## config.mk

```make
export PLATFORM = sky130hd
export DESIGN_NAME = windowed_mean_median_stability
export DESIGN_NICKNAME = d
export VERILOG_FILES = /design/src/rtl/core/wmms_pkg.sv /design/src/rtl/core/wmms_sort_cell.sv /design/src/rtl/core/wmms_div.sv /design/src/rtl/core/windowed_mean_median_stability.sv
export SDC_FILE = /design/constraint.sdc
export NUM_CORES = 2
export LEC_CHECK = 0
export BUFFER_PORTS_ARGS = -buffer_cell sky130_fd_sc_hd__buf_2
export CAP_MARGIN = 10
export CORE_ASPECT_RATIO = 0.7
export CORE_MARGIN = 3
export CORE_UTILIZATION = 35
export DETAILED_ROUTE_END_ITERATION = 10
export HOLD_SLACK_MARGIN = 0.12
export SLEW_MARGIN = 20
export SYNTH_ARGS = -nofsm -noshare
export SYNTH_HDL_FRONTEND = slang
export SYNTH_SLANG_ARGS = --single-unit
```

## constraint.sdc

```tcl
create_clock -name i_clk -period 15.8 [get_ports i_clk]
set_input_delay 1.58 -clock i_clk [delete_from_list [all_inputs] [get_ports i_clk]]
set_output_delay 1.58 -clock i_clk [all_outputs]
set_load 0.005 [all_outputs]
```

## src/rtl/core/wmms_pkg.sv

```systemverilog
`default_nettype none
package wmms_pkg;

    // default window depth
    localparam int MAX_WINDOW_DEF = 16;

    // field widths
    localparam int SAMPLE_W = 16;
    localparam int CFG_W    = 16;
    localparam int WIN_W    = 5;
    localparam int COUNT_W  = 5;

    // configuration register indexes
    localparam logic CFG_IDX_WINDOW = 1'b0;
    localparam logic CFG_IDX_THRESH = 1'b1;

    // item op codes
    localparam logic OP_SAMPLE = 1'b0;
    localparam logic OP_CLEAR  = 1'b1;

    // control for the sorting cells
    typedef struct packed {
        logic clear;
        logic insert;
        logic shift;
    } t_sort_ctl;

endpackage
`default_nettype wire

```

## src/rtl/core/wmms_sort_cell.sv

```systemverilog
`default_nettype none
module wmms_sort_cell
    import wmms_pkg::*;
(
    input  wire                        i_clk,
    input  wire t_sort_ctl             i_ctl,
    input  wire                        i_first,
    input  wire signed [SAMPLE_W-1:0]  i_x,
    input  wire signed [SAMPLE_W-1:0]  i_prev_val,
    input  wire                        i_prev_vld,
    input  wire signed [SAMPLE_W-1:0]  i_next_val,
    input  wire                        i_next_vld,
    output logic signed [SAMPLE_W-1:0] o_val,
    output logic                       o_vld
);

    logic signed [SAMPLE_W-1:0] r_val;
    logic                       r_vld;
    logic signed [SAMPLE_W-1:0] n_val;
    logic                       n_vld;

    // clear, insertion into an ascending row, or shift toward the head
    always_comb begin
        n_val = r_val;
        n_vld = r_vld;
        if (i_ctl.clear) begin
            n_vld = 1'b0;
        end else if (i_ctl.insert) begin
            if (r_vld && (r_val <= i_x)) begin
                n_val = r_val;
            end else if (i_first || (i_prev_vld && (i_prev_val <= i_x))) begin
                n_val = i_x;
                n_vld = 1'b1;
            end else begin
                n_val = i_prev_val;
                n_vld = i_prev_vld;
            end
        end else if (i_ctl.shift) begin
            n_val = i_next_val;
            n_vld = i_next_vld;
        end
    end

    always_ff @(posedge i_clk) begin
        r_val <= n_val;
        r_vld <= n_vld;
    end

    assign o_val = r_val;
    assign o_vld = r_vld;

endmodule
`default_nettype wire

```

## src/rtl/core/wmms_div.sv

```systemverilog
`default_nettype none
module wmms_div
    import wmms_pkg::*;
#(
    parameter int NUM_W = 20,
    parameter int DEN_W = 5
) (
    input  wire              i_clk,
    input  wire              i_start,
    input  wire              i_step,
    input  wire [NUM_W-1:0]  i_dividend,
    input  wire [DEN_W-1:0]  i_divisor,
    output logic [NUM_W-1:0] o_quot
);

    logic [NUM_W-1:0] r_q;
    logic [DEN_W-1:0] r_rem;
    logic [DEN_W-1:0] r_den;
    logic [DEN_W:0]   rem_sh;
    logic             q_bit;
    logic [DEN_W:0]   rem_sub;

    // one restoring step: bring down one dividend bit
    always_comb begin
        rem_sh  = {r_rem, r_q[NUM_W-1]};
        q_bit   = (rem_sh >= {1'b0, r_den});
        rem_sub = rem_sh - {1'b0, r_den};
    end

    always_ff @(posedge i_clk) begin
        if (i_start) begin
            r_q   <= i_dividend;
            r_rem <= '0;
            r_den <= i_divisor;
        end else if (i_step) begin
            r_q   <= {r_q[NUM_W-2:0], q_bit};
            r_rem <= q_bit ? rem_sub[DEN_W-1:0] : rem_sh[DEN_W-1:0];
        end
    end

    assign o_quot = r_q;

endmodule
`default_nettype wire

```

## src/rtl/core/windowed_mean_median_stability.sv

```systemverilog
`default_nettype none
// Windowed mean, median and stability filter. Each sample item stores the
// sample in a ring of MAX_WINDOW cells (overwriting the oldest once the window
// is full) and returns one result item: truncated mean, median (floor average
// of the middle pair for an even count), a stability flag and the fill count.
// A clear item empties the window and returns zeros. For a sample item, one
// rotation of the ring fills the sorting row and the sum, and a second
// rotation reads the sorted row and checks every deviation while a bit-serial
// divider forms the mean. A new item is taken while the previous result waits
// in the output register.
// Configuration must only be written while the block is idle.
module windowed_mean_median_stability
    import wmms_pkg::*;
#(
    parameter int MAX_WINDOW = MAX_WINDOW_DEF
) (
    input  wire         i_clk,
    input  wire         i_rst_n,
    // configuration write port
    input  wire         i_cfg_wr_en,
    input  wire         i_cfg_idx,
    input  wire  [15:0] i_cfg_data,
    // input items
    input  wire         s_axis_tvalid,
    output logic        s_axis_tready,
    input  wire  [15:0] s_axis_tdata,   // [15:0] sample
    input  wire         s_axis_tuser,   // [0] op
    // result items
    output logic        m_axis_tvalid,
    input  wire         m_axis_tready,
    output logic [39:0] m_axis_tdata    // [15:0] mean_value, [31:16] median_value,
                                        // [32] is_stable, [37:33] fill_count
);

    localparam int CW   = $clog2(MAX_WINDOW + 1);
    localparam int SW   = SAMPLE_W + $clog2(MAX_WINDOW);
    localparam int NCYC = (MAX_WINDOW > SW) ? MAX_WINDOW : SW;
    localparam int KW   = $clog2(NCYC + 1);
    localparam int DW   = SW + CW + 2;
    localparam int LW   = CW + CFG_W;
    localparam int EW   = (CW > WIN_W) ? CW : WIN_W;

    typedef enum logic [2:0] {
        S_IDLE,
        S_PASS1,
        S_PREP,
        S_PASS2,
        S_DONE
    } t_state;

    t_state                      r_state;
    logic [WIN_W-1:0]            r_win;
    logic [CFG_W-1:0]            r_thr;
    logic signed [SAMPLE_W-1:0]  r_ring [MAX_WINDOW];
    logic [CW-1:0]               r_cnt;
    logic [CW-1:0]               r_pos;
    logic [CW-1:0]               r_tgt;
    logic [CW-1:0]               r_n;
    logic [KW-1:0]               r_k;
    logic                        r_clr;
    logic signed [SAMPLE_W-1:0]  r_v;
    logic signed [SW-1:0]        r_sum;
    logic [LW-1:0]               r_lim;
    logic                        r_stable;
    logic signed [SAMPLE_W-1:0]  r_lo;
    logic signed [SAMPLE_W-1:0]  r_hi;
    logic                        r_out_vld;
    logic [39:0]                 r_out;

    logic [CW-1:0]               len;
    logic [CW-1:0]               pos_e;
    logic                        not_full;
    logic signed [SAMPLE_W-1:0]  head_eff;
    logic                        k_in_ring;
    logic                        k_in_cnt;
    t_sort_ctl                   sort_ctl;
    logic signed [SAMPLE_W-1:0]  sort_val [MAX_WINDOW];
    logic                        sort_vld [MAX_WINDOW];
    logic [SW-1:0]               sum_mag;
    logic [SW-1:0]               quot;
    logic signed [DW-1:0]        dev;
    logic [DW-1:0]               dev_mag;
    logic signed [SAMPLE_W:0]    mid_sum;
    logic signed [SW-1:0]        mean_full;
    logic [CW-1:0]               lo_idx;
    logic [CW-1:0]               hi_idx;
    logic [39:0]                 res;
    logic                        accept;

    // effective window length, clamped to 1..MAX_WINDOW
    always_comb begin
        if (r_win == '0) begin
            len = CW'(1);
        end else if (EW'(r_win) > EW'(MAX_WINDOW)) begin
            len = CW'(MAX_WINDOW);
        end else begin
            len = CW'(r_win);
        end
        pos_e    = (r_pos < len) ? r_pos : '0;
        not_full = (r_cnt < len);
    end

    assign s_axis_tready = (r_state == S_IDLE);
    assign accept        = s_axis_tvalid && s_axis_tready;

    // per-cycle sequencing of the two ring passes
    always_comb begin
        k_in_ring = (int'(r_k) < MAX_WINDOW);
        k_in_cnt  = (int'(r_k) < int'(r_n));
        head_eff  = ((r_state == S_PASS1) && (int'(r_k) == int'(r_tgt))) ? r_v : r_ring[0];
        sort_ctl.clear  = accept;
        sort_ctl.insert = (r_state == S_PASS1) && k_in_cnt;
        sort_ctl.shift  = (r_state == S_PASS2) && k_in_ring;
        lo_idx = CW'((r_n - CW'(1)) >> 1);
        hi_idx = r_n >> 1;
    end

    // row of sorting cells
    for (genvar g = 0; g < MAX_WINDOW; g++) begin : g_sort
        wmms_sort_cell u_cell (
            .i_clk      (i_clk),
            .i_ctl      (sort_ctl),
            .i_first    (g == 0),
            .i_x        (head_eff),
            .i_prev_val ((g == 0) ? sort_val[0] : sort_val[(g == 0) ? 0 : g-1]),
            .i_prev_vld ((g == 0) ? 1'b0 : sort_vld[(g == 0) ? 0 : g-1]),
            .i_next_val ((g == MAX_WINDOW-1) ? sort_val[g] :
                         sort_val[(g == MAX_WINDOW-1) ? g : g+1]),
            .i_next_vld ((g == MAX_WINDOW-1) ? 1'b0 :
                         sort_vld[(g == MAX_WINDOW-1) ? g : g+1]),
            .o_val      (sort_val[g]),
            .o_vld      (sort_vld[g])
        );
    end

    // magnitude of the sum for the divider
    assign sum_mag = (r_sum < 0) ? SW'(-r_sum) : SW'(r_sum);

    wmms_div #(
        .NUM_W (SW),
        .DEN_W (CW)
    ) u_div (
        .i_clk      (i_clk),
        .i_start    (r_state == S_PREP),
        .i_step     ((r_state == S_PASS2) && (int'(r_k) < SW)),
        .i_dividend (sum_mag),
        .i_divisor  (r_n),
        .o_quot     (quot)
    );

    // deviation of the head sample from the mean, scaled by the count
    always_comb begin
        dev     = DW'($signed({1'b0, r_n})) * DW'(r_ring[0]) - DW'(r_sum);
        dev_mag = (dev < 0) ? DW'(-dev) : DW'(dev);
    end

    // result fields
    always_comb begin
        mid_sum   = (SAMPLE_W+1)'(r_lo) + (SAMPLE_W+1)'(r_hi);
        mean_full = (r_sum < 0) ? SW'(-$signed(quot)) : SW'($signed(quot));
        if (r_clr) begin
            res = '0;
        end else begin
            res = {2'b00, COUNT_W'(r_n), r_stable,
                   mid_sum[SAMPLE_W:1], mean_full[SAMPLE_W-1:0]};
        end
    end

    // ring of sample cells, rotated toward the head during both passes
    always_ff @(posedge i_clk) begin
        if (((r_state == S_PASS1) || (r_state == S_PASS2)) && k_in_ring) begin
            for (int i = 0; i < MAX_WINDOW - 1; i++) begin
                r_ring[i] <= r_ring[i+1];
            end
            r_ring[MAX_WINDOW-1] <= head_eff;
        end
    end

    // configuration registers
    always_ff @(posedge i_clk) begin
        if (!i_rst_n) begin
            r_win <= WIN_W'(16);
            r_thr <= '0;
        end else if (i_cfg_wr_en) begin
            case (i_cfg_idx)
                CFG_IDX_WINDOW: r_win <= i_cfg_data[WIN_W-1:0];
                CFG_IDX_THRESH: r_thr <= i_cfg_data;
                default:        r_thr <= r_thr;
            endcase
        end
    end

    // sequencer and output register
    always_ff @(posedge i_clk) begin
        if (!i_rst_n) begin
            r_state   <= S_IDLE;
            r_cnt     <= '0;
            r_pos     <= '0;
            r_k       <= '0;
            r_out_vld <= 1'b0;
        end else begin
            // output drained; the done state refills it on its own
            if (r_out_vld && m_axis_tready && (r_state != S_DONE)) begin
                r_out_vld <= 1'b0;
            end
            case (r_state)
                S_IDLE: begin
                    if (accept) begin
                        r_v   <= $signed(s_axis_tdata);
                        r_k   <= '0;
                        r_sum <= '0;
                        if (s_axis_tuser == OP_CLEAR) begin
                            r_clr   <= 1'b1;
                            r_cnt   <= '0;
                            r_pos   <= '0;
                            r_state <= S_DONE;
                        end else begin
                            r_clr   <= 1'b0;
                            r_tgt   <= not_full ? r_cnt : pos_e;
                            r_n     <= not_full ? r_cnt + CW'(1) : r_cnt;
                            r_cnt   <= not_full ? r_cnt + CW'(1) : r_cnt;
                            r_pos   <= (pos_e + CW'(1) == len) ? '0 : pos_e + CW'(1);
                            r_state <= S_PASS1;
                        end
                    end
                end
                S_PASS1: begin
                    if (k_in_cnt) begin
                        r_sum <= r_sum + SW'(head_eff);
                    end
                    if (int'(r_k) == MAX_WINDOW - 1) begin
                        r_state <= S_PREP;
                    end else begin
                        r_k <= r_k + KW'(1);
                    end
                end
                S_PREP: begin
                    r_k      <= '0;
                    r_lim    <= LW'(r_n) * LW'(r_thr);
                    r_stable <= (r_n >= CW'(2));
                    r_state  <= S_PASS2;
                end
                S_PASS2: begin
                    if (k_in_ring && k_in_cnt && (dev_mag > DW'(r_lim))) begin
                        r_stable <= 1'b0;
                    end
                    if (r_k == KW'(lo_idx)) begin
                        r_lo <= sort_val[0];
                    end
                    if (r_k == KW'(hi_idx)) begin
                        r_hi <= sort_val[0];
                    end
                    if (int'(r_k) == NCYC - 1) begin
                        r_state <= S_DONE;
                    end else begin
                        r_k <= r_k + KW'(1);
                    end
                end
                S_DONE: begin
                    if (!r_out_vld || m_axis_tready) begin
                        r_out     <= res;
                        r_out_vld <= 1'b1;
                        r_state   <= S_IDLE;
                    end
                end
                default: r_state <= S_IDLE;
            endcase
        end
    end

    assign m_axis_tvalid = r_out_vld;
    assign m_axis_tdata  = r_out;

    // fill count never exceeds the ring depth
    a_cnt_range: assert property (@(posedge i_clk) disable iff (!i_rst_n)
        int'(r_cnt) <= MAX_WINDOW)
        else $error("fill count beyond ring depth");

    // a stable result always covers at least two samples
    a_stable_cnt: assert property (@(posedge i_clk) disable iff (!i_rst_n)
        (m_axis_tvalid && m_axis_tdata[32]) |-> (m_axis_tdata[37:33] >= 5'd2))
        else $error("stable flag with fewer than two samples");

    // a clear item leaves the window empty
    a_clear_empty: assert property (@(posedge i_clk) disable iff (!i_rst_n)
        (accept && (s_axis_tuser == OP_CLEAR)) |=> (r_cnt == '0) && (r_pos == '0))
        else $error("clear did not empty the window");

endmodule
`default_nettype wire
```

==> flow_summary_export.csv <==
group,metric,value,unit
outcome,outcome,"complete, no violations",
global_routing,antenna_found_initial,6,
die,dieArea,0.134,mm^2
critical_path,crit_required,16.21,ns
final_layout,fin_nets,4773,
synth,synth_area,0.0453,mm^2
die,io_pins,81,
die,fp.dieH,307,um
synth,synth_top_area_cell,"edfxtp_1",
critical_path,path_class,"reg -> reg",
synth,synthCells,4160,
timing,post-route-min-period,8.35,ns
timing,slew_violations,0,
critical_path,cp-end-kind,"flop",
final_layout,fillers,12300,
synth,yosysWarnings,0,
drt,first_pass_iters,6,
critical_path,path_depth,28,
critical_path,slowest_stage,"edfxtp_1",
synth,netlist_top_cells_count,"edfxtp_1, nand2_1, ha_1",
global_routing,grt_pass1_vias,31200,
clock_tree,path_clk_slew,0.06,ns
global_routing,grt_pass1_wl,195000,um
die,fp.dieW,436,um
critical_path,reg2reg_from,"r_n[2]$_DFFE_PP_",
clock_tree,clock_latency,0.67,ns
synth,synth_top_area_share,44.8,%
drt,routed_via_density,5.47,
synth,synth_ff_type,"edfxtp_1",
clock_tree,tritoncts,"built",
critical_path,crit_end,"r_stable$_SDFFCE_PN0P_",
clock_tree,cts_buffers,81,
critical_path,worstSetupStartpointType,"flop",
timing,finalSetupViolCount,0,
critical_path,cp_top_family,"compound AO/OA/AOI/OAI gates",
drt,routed_wl,128000,um
synth,avgSynthCellArea,10.9,um^2
synth,synth_edf_count,676,
synth,synth_area_leaders,"edfxtp_1, ha_1, fa_1, nand2_1, mux2i_1",
synth,synth-async-reset-ratio,0,%
final_layout,final-seq-area,0.0215,mm^2
clock_tree,htreeDepth,3,
clock_tree,cts_hold_buf,0,
drt,drtAntennaViolNets,0,
critical_path,crit_path_start,"r_n[2]$_DFFE_PP_",
timing,tightest_slew,1.14,ns
critical_path,critical_path.max_stage_delay,0.72,ns
worst_hold_path,worstHoldStart,"r_ring[0][26]$_DFFE_PP_",
synth,synth_cell_types,86,
global_routing,grt_max_degree,224,
timing,fmax,120,MHz
place,dpl.hpwl,88800,um
place,port_buffers,78,
critical_path,arrival,8.77,ns
drt,first_iter_violations,3624,
die,design.core.area,0.127,mm^2
place,place_congestion,0.885,
final_layout,multi_input_area,0.0223,mm^2
timing,post-route-period-util,52.9,%
drt,post-route-drc-count,0,
drt,via_count,32800,
synth,synth_seq_area_share,47.5,%
clock_tree,clock_sinks,737,
critical_path,worst-path-buf-inv,3,
job,drv_cap,0,
critical_path,r2r-end,"r_stable$_SDFFCE_PN0P_",
timing,hold_viol_final,0,
die,placementRows,109,
final_layout,synthToLayoutAreaGrowth,11.6,%
timing,fin_skew,0.0273,ns
final_layout,drive_above_1_share,7.98,%
global_routing,overflow,0,
timing,tns,0,ns
critical_path,r2r_setup_slack,7.45,ns
global_routing,grt_use_total,18.8,%
synth,synth_most_common_cell,"edfxtp_1",
clock_tree,cts_setup_buffers,0,
clock_tree,cts_buffer_depth,3,
critical_path,cp_common_cell,"fa_1",
clock_tree,cts_resized,0,
critical_path,cp_max_fo,21,
clock_tree,cts_root_buffer,"clkbuf_16",
die,start_util,35.6,%
timing,rsz0062_at_grt,"false",
worst_hold_path,hp-class,"reg -> reg",
drt,drt-wirelength-per-cell,21.3,um
synth,synth_seq_cells,737,
timing,relSlewSlack,24.3,%
critical_path,r2r_cells,28,
cells in the final DEF, fill, tap and decap left out, drive strengths merged, types with 113 or more instances in the layout:
cell type and n:
o21ai 364, and2 120, nand2 502, mux2i 185, edfxtp 676, inv 252
nor2 213, fa 116, nand3 113, ha 413, buf 148, a21oi 151
how the worst min path moves through the flow:
stage	endpoint	slack, ns	cells past startpoint
2_1_floorplan	r_ring[0][0]$_DFFE_PP_	0.40	0
3_3_place_gp	r_ring[0][83]$_DFFE_PP_	0.40	0
3_5_place_dp	r_ring[0][121]$_DFFE_PP_	0.40	0
4_1_cts	r_ring[0][82]$_DFFE_PP_	0.41	0
5_1_grt	r_ring[0][82]$_DFFE_PP_	0.41	0
6_report	r_ring[0][10]$_DFFE_PP_	0.41	0
state kept, by name, indices dropped and copies added (netlist names), 16 cells and up:
signal and count:
r_sum 20, r_lo 16, r_lim 21, r_hi 16
g_sort.u_cell.o_val 256, r_v 16, r_ring 256, r_thr 16
m_axis_tdata 38, u_div.o_quot 20, g_sort.u_cell.o_vld 16
stage by stage:
stage / cell area (um^2) / utilization [%] / hold WS (ns) / cells / setup WS [ns]
6_report: 50600 / 39.7 / 0.412 / 5993 / 7.45
5_1_grt: 50600 / 39.7 / 0.414 / 5992 / 6.76
4_1_cts: 50600 / 39.7 / 0.408 / 5992 / 7.45
3_5_place_dp: 47900 / 37.6 / 0.405 / 5842 / 7.48
3_3_place_gp: 47900 / 37.6 / 0.401 / 5842 / 7.51
2_1_floorplan: 45300 / - / 0.400 / 4161 / 3.62
cell type report:
type | instances | share of cell area, %
antenna | 1 | 0.00495
clock buffer | 102 | 4.28
clock inverter | 48 | 1.08
inverter | 250 | 1.85
multi-input combinational | 2987 | 44.1
sequential | 737 | 42.5
tap | 1720 | 4.25
timing repair buffer | 148 | 1.86
cells by family (layout without fill, tap and decap cells):
family                     after synthesis  count (layout)  share of synthesized area (%)
buffers and inverters                  437             548                           3.69
AOI/OAI and AO/OA                      890             890                           12.5
adders and majority gates              529             529                           16.5
and+or+nand+nor                       1232            1232                           12.8
xor gates and xnor gates               129             129                           2.51
other                                    1               3                        0.00827
muxes                                  205             205                           4.58
DFF                                    737             737                           47.5
metal layers:
metal  up-vias  GRT usage (%)  part of all wire, %
li1      15300              -                    -
met1     15900           30.1                   49
met2      1452           25.1                   38
met3       166           4.52                   10
met4         0           3.89                  1.9
met5         -              0                    0
worst reg2reg max path, delay by kind of cell, from the launching register on:
kind,cells,cell delay (ns)
adder cells (fa/ha/maj),6,2.63
AND/OR/NAND/NOR,3,0.57
buffers and inverters,3,0.50
XOR/XNOR,2,0.86
AO/OA/AOI/OAI,14,2.81
flip-flops,1,0.72
Power is left out: the tool's default activity adds up to more than one toggle a clock period on the data nets, which glitch-free logic cannot reach.
